**src/design/stack_frame_vm_executor_core_defines.svh**
```systemverilog
// assertion macros shared by the executor rtl
`ifndef STACK_FRAME_VM_EXECUTOR_CORE_DEFINES_SVH
`define STACK_FRAME_VM_EXECUTOR_CORE_DEFINES_SVH

// same-cycle implication, sampled on clk, off during rst
`define SFVM_ASSERT_IMP(lbl, ante, cons, msg) \
  lbl: assert property (@(posedge clk) disable iff (rst) (ante) |-> (cons)) else $error(msg);

// next-cycle implication, sampled on clk, off during rst
`define SFVM_ASSERT_NXT(lbl, ante, cons, msg) \
  lbl: assert property (@(posedge clk) disable iff (rst) (ante) |=> (cons)) else $error(msg);

`endif

```
**src/design/sfvm_div.sv**
```systemverilog
// radix-2 restoring divider, truncates toward zero
`timescale 1ns / 1ps
`default_nettype none
module sfvm_div (
  input  wire logic        clk,
  input  wire logic        rst,
  input  wire logic        start,
  input  wire logic [31:0] dividend,
  input  wire logic [31:0] divisor,
  output logic             done,
  output logic [31:0]      quotient
);
  logic        busy;
  logic [5:0]  cnt;
  logic [32:0] rem;
  logic [31:0] quo;
  logic [31:0] dvs;
  logic        neg;
  logic [32:0] shifted;
  logic [32:0] diff;

  assign shifted = {rem[31:0], quo[31]};
  assign diff = shifted - {1'b0, dvs};
  assign done = busy && (cnt == 6'd0);
  assign quotient = neg ? (32'd0 - quo) : quo;

  always_ff @(posedge clk) begin
    if (rst) begin
      busy <= 1'b0;
      cnt <= 6'd0;
    end else if (start) begin
      busy <= 1'b1;
      cnt <= 6'd32;
      rem <= 33'd0;
      quo <= dividend[31] ? (32'd0 - dividend) : dividend;
      dvs <= divisor[31] ? (32'd0 - divisor) : divisor;
      neg <= dividend[31] ^ divisor[31];
    end else if (busy) begin
      if (cnt == 6'd0) begin
        busy <= 1'b0;
      end else begin
        cnt <= cnt - 6'd1;
        if (!diff[32]) begin
          rem <= diff;
          quo <= {quo[30:0], 1'b1};
        end else begin
          rem <= shifted;
          quo <= {quo[30:0], 1'b0};
        end
      end
    end
  end
endmodule
`default_nettype wire

```
**config.mk**
```make
export PLATFORM = sky130hd
export DESIGN_NAME = sfvm_div
export DESIGN_NICKNAME = d
export VERILOG_FILES = /design/src/design/stack_frame_vm_executor_core_defines.svh /design/src/design/sfvm_div.sv
export SDC_FILE = /design/constraint.sdc
export NUM_CORES = 1
export LEC_CHECK = 0
export ABC_AREA = 1
export BUFFER_PORTS_ARGS = -buffer_cell sky130_fd_sc_hd__buf_2
export CAP_MARGIN = 20
export CORE_MARGIN = 4
export CORE_UTILIZATION = 55
export DETAILED_ROUTE_END_ITERATION = 10
export PLACE_DENSITY = 0.75
export SLEW_MARGIN = 20
export SYNTH_ARGS = -nofsm -noshare
export SYNTH_HDL_FRONTEND = slang
export SYNTH_SLANG_ARGS = --single-unit
```
**constraint.sdc**
```tcl
create_clock -name clk -period 7.6 [get_ports clk]
set_input_delay 1.52 -clock clk [delete_from_list [all_inputs] [get_ports clk]]
set_output_delay 1.52 -clock clk [all_outputs]
set_load 0.02 [all_outputs]
```
==> key figures <==
Critical path
  – Crit path DAT: 2.52 ns
  – CP Launch Point: quo[0]
  – Worst flop-to-flop path endpoint: rem[9]
  – RR Startpoint: quo[31]
  – CP Capture Point: quotient[28]
  – Worst setup SP type: register
  – Critical path class: register to output port
  – Crit path required time: 6.08 ns
  – Flop-to-flop setup slack: 4.73 ns
  – R2R depth: 17
  – Crit-path max FO: 5
  – Crit. End Element: output port

Final layout
  – Synth-to-layout area growth: 9.50%
  – Share of cells above drive strength 1: 0.142
  – # diodes: 0
  – Post-layout net count: 1,630
  – Fill count: 1,583

Detailed routing
  – DRT antenna net count: 0
  – Vias post-DR: 8,978
  – Total wire length: 24.3 mm
  – Top Layer Used: met5
  – Met3 wire length: 1.11 mm
  – Met2 WL: 11.7 mm
  – Wl on met1: 10.6 mm
  – Initial drt markers: 526
  – First-pass detailed-route iteration total: 5
  – DRC Markers: 0
  – Avg Vias per Cell: 5.11
  – Wirelength per Cell: 13.9 µm

Placement
  – Port-buffer cells: 99
  – Detailed placement HPWL: 19.1 mm
  – Final RePlAce weighted congestion: 0.976

STA
  – Setup TNS: 0 ns
  – Worst-margin pin slew: 0.964 ns
  – RSZ-0062 raised after global routing: false
  – Max Clk Rate: 248 MHz
  – Final number of hold-violating endpoints: 0
  – Setup violations, final: 0
  – Crit path time final: 4.04 ns
  – Final critical-path share of the clock period: 0.531
  – Worst clock skew: 0.0114 ns
  – Slew Limit Fails: 0
  – Max_slew headroom: 0.356

Floorplanning
  – Die width: 140 µm
  – Initial Util: 0.560
  – Core Area: 17,200 µm²
  – Die Ht: 140 µm
  – I/O pin cnt: 100
  – Cell Rows: 48
  – DIE AREA: 19,700 µm²

Yosys
  – Flops & latches, synth: 104
  – Cell taking the most area after synthesis: edfxtp_1
  – Top-count cell post-synth: nand2_1
  – Syn Inst Count: 1,440
  – Mapped Area: 9650 µm²
  – Syn_area_per_cell: 6.70 µm²
  – Commonest cells post-synth: nand2_1, inv_1, nor2_1
  – Number of synthesized flops with an enable pin: 97
  – Top cell type's share of synthesized area: 0.302
  – Count of cell types in the netlist: 47
  – Dominant synthesized flop cell: edfxtp_1
  – Post-synth ARST share: 0
  – Ys Warns: 0
  – Syn_nets: 1,544
  – Seq/Total Area, Yosys: 0.316
  – Top cells by area, synth: edfxtp_1, nand2_1, inv_1, xor2_1, nor2_1

Clock tree
  – Post-CTS Setup Bufs: 0
  – CTS clk-pin slew, worst paths: 0.07 ns
  – CTS root buf: clkbuf_16
  – CTS tree: yes
  – CTS sink cnt: 104
  – Hold-fix buffers, CTS: 0
  – CTS Buf Count: 9
  – Post-CTS resize count: 0
  – Clock tree buffer depth: 2
  – Clock latency on the worst-skew pair: 0.36 ns
  – H-Tree Depth: 3

Status
  – Status: finished, final reports clean

Power
  – Peak VDD IR: 0.116 mV
  – Leakage Power: 5.46 nW
  – PwrDens: 181 nW/µm²
  – Overall power: 1.91 mW

Global routing
  – Vias in the first global route: 8,564
  – First-pass GRT wire length: 39.8 mm
  – Largest net degree at the start of global routing: 72
  – Global Route Usage Sum: 0.248
  – Remaining global-route overflow: 0
  – Initial antenna violation count: 1

Run
  – Total of max-cap violations: 0

Worst hold path
  – Hold path cells: 1
  – Worst hold path class: register to register
## cell type report
type,instances,area (µm²),area share
multi-input cells,1038,5400,0.511
flip-flops and latches,104,3050,0.289
inverters,271,1020,0.0963
repair buffers,102,518,0.0490
well taps,225,282,0.0266
clock buffers,10,250,0.0237
clock inverters,6,46.3,0.00438
## sequential cells by signal, summed over array words and instances (netlist names)
name / flops
busy: 1
rem: 32
dvs: 32
quo: 32
neg: 1
cnt: 6
## critical path, cell delays in order, from the launching register on
cell      delay, ns
edfxtp_1       0.40
inv_1          0.14
ha_1           0.25
nand3_1        0.12
nor2_1         0.15
nand2_1        0.10
nor2_1         0.14
nand3_1        0.11
o21ai_1        0.32
o21ai_0        0.14
nand2_1        0.08
nand2_1        0.05
buf_2          0.16
## per-stage QoR
step	worst slack, ns	instance area, µm²	hold slack [ns]	util	cells
floorplan	1.66	9650	0.422	-	1440
global placement	4.01	10300	0.435	0.596	1740
detailed placement	3.97	10300	0.462	0.596	1740
CTS	3.56	10600	0.472	0.613	1756
global route	3.28	10600	0.498	0.613	1756
finish	3.56	10600	0.473	0.613	1756
## cells by family (layout without fill, tap and decap cells)
logic type | count (synthesis) | count (layout) | share of synthesized area
xor+xnor | 86 | 86 | 0.0780
flops | 104 | 104 | 0.316
compound gates | 119 | 119 | 0.0669
fa+ha+maj | 37 | 37 | 0.0487
buf+inv | 298 | 389 | 0.126
simple gates | 796 | 796 | 0.364
## power breakdown
group | internal, mW | switching [mW]
Sequential | 0.693 | 0.0291
Clock | 0.246 | 0.228
Combinational | 0.238 | 0.476
## how the worst min path moves through the flow
stage | startpoint | end
after floorplan | cnt[0] | cnt[0]
after CTS | cnt[0] | cnt[0]
after detailed placement | cnt[0] | cnt[0]
after global placement | cnt[0] | cnt[0]
after global routing | cnt[0] | cnt[0]
final | cnt[0] | cnt[0]
## per-layer routing
layer / vias up / GRT usage
met5: - / 0
met4: 2 / 0.114
met3: 53 / 0.0369
met2: 241 / 0.424
met1: 4013 / 0.308
li1: 4669 / -
## layout by cell type, fill, tap and decap left out, drive strengths merged, types with 2 or more instances in the layout
master  instances
nand3b         11
xor2           70
a21oi          36
edfxtp         97
nand3          87
ha             36
xnor2          16
nor2          187
a21o            2
o21bai          3
a31oi           2
o21ai          71
nand2         458
dfxtp           7
inv           272
nand4          26
or2             2
clkbuf         10
buf           102
nor3           20
clkinv          5
and2            3
No activity file was read; power rests on OpenSTA's default activity.
