**config.mk**
```make
export PLATFORM = sky130hd
export DESIGN_NAME = sfvm_alu
export DESIGN_NICKNAME = d
export VERILOG_FILES = /design/src/design/stack_frame_vm_executor_core_defines.svh /design/src/design/sfvm_pkg.sv /design/src/design/sfvm_alu.sv
export SDC_FILE = /design/constraint.sdc
export NUM_CORES = 1
export LEC_CHECK = 0
export ABC_AREA = 1
export BUFFER_PORTS_ARGS = -buffer_cell sky130_fd_sc_hd__buf_2
export CAP_MARGIN = 25
export CORE_AREA = 2 2 185 205
export DETAILED_ROUTE_END_ITERATION = 7
export DIE_AREA = 0 0 187 207
export MAX_ROUTING_LAYER = met4
export PLACE_DENSITY = 0.76
export SETUP_SLACK_MARGIN = 0.15
export SKIP_LAST_GASP = 1
export SYNTH_ARGS = -nofsm -noshare
export SYNTH_HDL_FRONTEND = slang
export SYNTH_SLANG_ARGS = --single-unit
```
**constraint.sdc**
```tcl
create_clock -name vclk -period 14.2
set_clock_uncertainty 0.1 [all_clocks]
set_input_delay 2.13 -clock vclk [all_inputs]
set_output_delay 2.13 -clock vclk [all_outputs]
set_load 0.01 [all_outputs]
```
**src/design/stack_frame_vm_executor_core_defines.svh**
```systemverilog
// assertion macros shared by the executor rtl
`ifndef STACK_FRAME_VM_EXECUTOR_CORE_DEFINES_SVH
`define STACK_FRAME_VM_EXECUTOR_CORE_DEFINES_SVH

// same-cycle implication, sampled on clk, off during rst
`define SFVM_ASSERT_IMP(lbl, ante, cons, msg) \
  lbl: assert property (@(posedge clk) disable iff (rst) (ante) |-> (cons)) else $error(msg);

// next-cycle implication, sampled on clk, off during rst
`define SFVM_ASSERT_NXT(lbl, ante, cons, msg) \
  lbl: assert property (@(posedge clk) disable iff (rst) (ante) |=> (cons)) else $error(msg);

`endif

```
**src/design/sfvm_pkg.sv**
```systemverilog
// types, constants and address resolution for the stack frame executor
`timescale 1ns / 1ps
`default_nettype none
package sfvm_pkg;

  localparam int STACK_DEPTH = 1024;
  localparam int DATA_DEPTH  = 1024;
  localparam int PROG_DEPTH  = 4096;
  localparam int GLOBAL_BIT  = 30;

  localparam int SIDX_W = $clog2(STACK_DEPTH);
  localparam int DIDX_W = $clog2(DATA_DEPTH);
  localparam int IDX_W  = (SIDX_W > DIDX_W) ? SIDX_W : DIDX_W;
  localparam int CNT_W  = $clog2(STACK_DEPTH + 1);
  localparam int IP_W   = 12;
  localparam int DSZ_W  = 11;

  localparam logic [4:0] OP_IN    = 5'd0;
  localparam logic [4:0] OP_OUT   = 5'd1;
  localparam logic [4:0] OP_ADD   = 5'd2;
  localparam logic [4:0] OP_SET   = 5'd3;
  localparam logic [4:0] OP_LABEL = 5'd4;
  localparam logic [4:0] OP_SUB   = 5'd5;
  localparam logic [4:0] OP_MUL   = 5'd6;
  localparam logic [4:0] OP_DIV   = 5'd7;
  localparam logic [4:0] OP_MOV   = 5'd8;
  localparam logic [4:0] OP_IFGE  = 5'd9;
  localparam logic [4:0] OP_IFLE  = 5'd10;
  localparam logic [4:0] OP_IFL   = 5'd11;
  localparam logic [4:0] OP_IFG   = 5'd12;
  localparam logic [4:0] OP_IFE   = 5'd13;
  localparam logic [4:0] OP_IFNE  = 5'd14;
  localparam logic [4:0] OP_GOTO  = 5'd15;
  localparam logic [4:0] OP_PARAM = 5'd16;
  localparam logic [4:0] OP_MTA   = 5'd17;
  localparam logic [4:0] OP_MFA   = 5'd18;
  localparam logic [4:0] OP_ALLOC = 5'd19;
  localparam logic [4:0] OP_RET   = 5'd20;
  localparam logic [4:0] OP_CHAR  = 5'd21;
  localparam logic [4:0] OP_CALL  = 5'd22;
  localparam logic [4:0] OP_CLN   = 5'd23;
  localparam logic [4:0] OP_CLNNR = 5'd24;
  localparam logic [4:0] OP_EXIT  = 5'd25;

  localparam logic [2:0] FLT_NONE = 3'd0;
  localparam logic [2:0] FLT_DIVZ = 3'd1;
  localparam logic [2:0] FLT_OVF  = 3'd2;
  localparam logic [2:0] FLT_UND  = 3'd3;
  localparam logic [2:0] FLT_ADDR = 3'd4;

  localparam logic [1:0] ALU_ADD = 2'd0;
  localparam logic [1:0] ALU_SUB = 2'd1;
  localparam logic [1:0] ALU_MUL = 2'd2;

  typedef struct packed {
    logic lt;
    logic eq;
  } alu_flags_t;

  typedef struct packed {
    logic             ok;
    logic             glob;
    logic [IDX_W-1:0] idx;
  } loc_t;

  // global bit selects the data store, otherwise frame relative stack entry
  function automatic loc_t locate(logic [31:0] addr, logic [CNT_W-1:0] cnt,
                                  logic [CNT_W-1:0] fb, logic [DSZ_W-1:0] dsize);
    logic [31:0]        gi;
    logic signed [33:0] si;
    loc_t               l;
    gi = addr;
    gi[GLOBAL_BIT] = 1'b0;
    si = $signed({{(34 - CNT_W){1'b0}}, fb}) + $signed({{2{addr[31]}}, addr});
    l.glob = !addr[31] && addr[GLOBAL_BIT];
    if (l.glob) begin
      l.ok  = (gi < {{(32 - DSZ_W){1'b0}}, dsize}) && (gi < 32'(DATA_DEPTH));
      l.idx = gi[IDX_W-1:0];
    end else begin
      l.ok  = !si[33] && (si < $signed({{(34 - CNT_W){1'b0}}, cnt}));
      l.idx = si[IDX_W-1:0];
    end
    return l;
  endfunction

endpackage
`default_nettype wire

```
**src/design/sfvm_alu.sv**
```systemverilog
// shared add, subtract, multiply and compare unit
`timescale 1ns / 1ps
`default_nettype none
module sfvm_alu (
  input  wire logic [1:0]          op,
  input  wire logic [31:0]         x,
  input  wire logic [31:0]         y,
  output logic [31:0]              res,
  output sfvm_pkg::alu_flags_t     flags
);
  import sfvm_pkg::*;

  logic [63:0] prod;

  assign prod = x * y;

  always_comb begin
    case (op)
      ALU_ADD: res = x + y;
      ALU_SUB: res = x - y;
      ALU_MUL: res = prod[31:0];
      default: res = x + y;
    endcase
  end

  assign flags.lt = $signed(x) < $signed(y);
  assign flags.eq = (x == y);
endmodule
`default_nettype wire

```
==> metrics.yaml <==
grt:
  grt_max_degree: 43
  grt_pass1_vias: 21070
  track_usage: 0.3935
  antenna_found_initial: 5
  grt_pass1_wl_um: 113600
  grt_overflow: 0
clock_tree:
  cts_setup_buffers: 0
  cts_resized: 0
  ctsHoldBuffers: 0
sta:
  finalCriticalPeriod_ns: 11.75
  hold_violations: 0
  grt_setup_unrepaired: "false"
  min_period_over_period: 0.8276
  fmax_mhz: 85.10
  slew_violations: 0
  slew_headroom: 0.3278
  fin_setup_tns_ns: 0
  setup_viol: 0
  worst_pin_slew_ns: 0.9991
run:
  maxCapViolations: 0
worst_setup_path:
  cpPeakStageDelay_ns: 0.60
  cp_top_family: "adder cells"
  cp_common_cell: "fa_1"
  path_buf_inv: 6
  cp.arrival_ns: 9.52
  end_kind: "output port"
  path_class: "primary input to output port"
  critPathMaxFanout: 25
  worstPathRequired_ns: 11.97
  slowest_stage: "fa_1"
  startpoint_type: "primary input"
outcome:
  outcome: "finished clean"
synth:
  syn_area_mm2: 0.02139
  synth_cell_types: 62
  ys_warn_count: 0
  syn_inst: 3118
  synth_nets: 3782
  ys_seq_area_frac: 0
  avgSynthCellArea_um2: 6.861
die:
  start_util: 0.5820
  fp.dieH_um: 207
  die-area_mm2: 0.03871
  die_w_um: 187
  row_count: 74
  io_pins: 100
  core_area_mm2: 0.03676
detailed_routing:
  first_pass_iters: 6
  drt_iter0_markers: 1872
  drt_wl_total_um: 72990
  drc_errors: 0
  post_drt_wl_per_cell_um: 20.31
  viasPerCell: 5.574
  vias: 20030
  final_antenna_net_count: 0
layout:
  fillCellCount: 3565
  n_clock_buffer: 0
  syn_to_final_growth_pct: 2.819
  layout_commonest_cell: "inv_1"
  flops_and_latches: 0
  nNetsFinal: 3760
  drive_gt1_frac: 0.05624
  seqCellArea_um2: 0
  final_cell_mix: "inv_1, nand2_1, fa_1, ha_1, a21oi_1"
hold_path:
  hold_path.class: "primary input to output port"
place:
  io_buffer_count: 100
  hpwl_um: 59440
  gp_congestion: 1.026
tightest hold or removal path, delay by kind of cell:
| family | cells | cell delay [ns] |
|---|---|---|
| fa+ha+maj | 1 | 0.14 |
| buf+inv | 2 | 0.22 |
| compound gates | 2 | 0.17 |
| simple gates | 1 | 0.04 |
stage by stage:
step	area (µm²)	cells	hold slack [ns]	worst slack [ns]	utilization
after floorplan	21390	3118	4.395	3.691	-
after global placement	21980	3588	4.721	2.715	0.5981
after detailed placement	21980	3588	4.725	2.647	0.5981
after CTS	21980	3588	4.733	2.627	0.5981
after global routing	22000	3593	4.803	2.275	0.5984
final	22000	3593	4.737	2.449	0.5984
synthesized netlist by cell type (3+ instances only):
| cell | instances | share of area |
|---|---|---|
| a221oi_1 | 5 | 0.0020 |
| a21oi_2 | 11 | 0.0045 |
| a21oi_4 | 3 | 0.0023 |
| nor3_1 | 15 | 0.0035 |
| nand3b_1 | 10 | 0.0035 |
| clkbuf_1 | 71 | 0.012 |
| buf_2 | 32 | 0.0075 |
| o21ai_1 | 24 | 0.0056 |
| xnor2_1 | 8 | 0.0033 |
| a21oi_1 | 119 | 0.028 |
| nand2_1 | 837 | 0.15 |
| buf_4 | 14 | 0.0049 |
| o21ai_0 | 83 | 0.019 |
| ha_1 | 188 | 0.11 |
| o21ai_2 | 4 | 0.0016 |
| nand3_2 | 3 | 0.0014 |
| inv_1 | 897 | 0.16 |
| nand2_2 | 14 | 0.0041 |
| nand4_1 | 20 | 0.0058 |
| a21o_1 | 12 | 0.0042 |
| xor2_1 | 30 | 0.012 |
| nand3_1 | 99 | 0.023 |
| inv_2 | 13 | 0.0023 |
| a31oi_1 | 14 | 0.0041 |
| nor2_1 | 101 | 0.018 |
| nor4_1 | 6 | 0.0018 |
| fa_1 | 410 | 0.38 |
| or2_1 | 4 | 0.0012 |
| buf_1 | 17 | 0.0030 |
| o21bai_1 | 11 | 0.0039 |
area by class of cell:
| cell class | instances | area, µm² | area share |
|---|---|---|---|
| timing repair buffer | 112 | 590.6 | 0.02685 |
| tap | 494 | 618.1 | 0.02810 |
| multi-input combinational | 2070 | 17350 | 0.7887 |
| antenna | 5 | 12.51 | 0.0005688 |
| inverter | 912 | 3426 | 0.1557 |
cell families (layout without fill, tap and decap cells):
logic type,after synthesis,in the layout,share of synthesized area
AOI/OAI and AO/OA,313,313,0.08744
and+or+nand+nor,1121,1121,0.2144
other,0,5,0
xor gates and xnor gates,38,38,0.01556
buffers and inverters,1048,1024,0.1890
adders and majority gates,598,598,0.4936
metal layers:
metal	GRT usage	part of all wire	vias to the layer above	wire, µm
li1	-	-	9030	-
met1	0.4953	0.39	9729	28400
met2	0.6284	0.46	1048	33670
met3	0.05710	0.094	219	6827
met4	0.1836	0.056	0	4092
met5	-	0	-	0
path summary, 6_finish.rpt:
check	cells past startpoint	endpoint	startpoint
max	25	res[29]	y[9]
min	6	flags[1]	x[31]
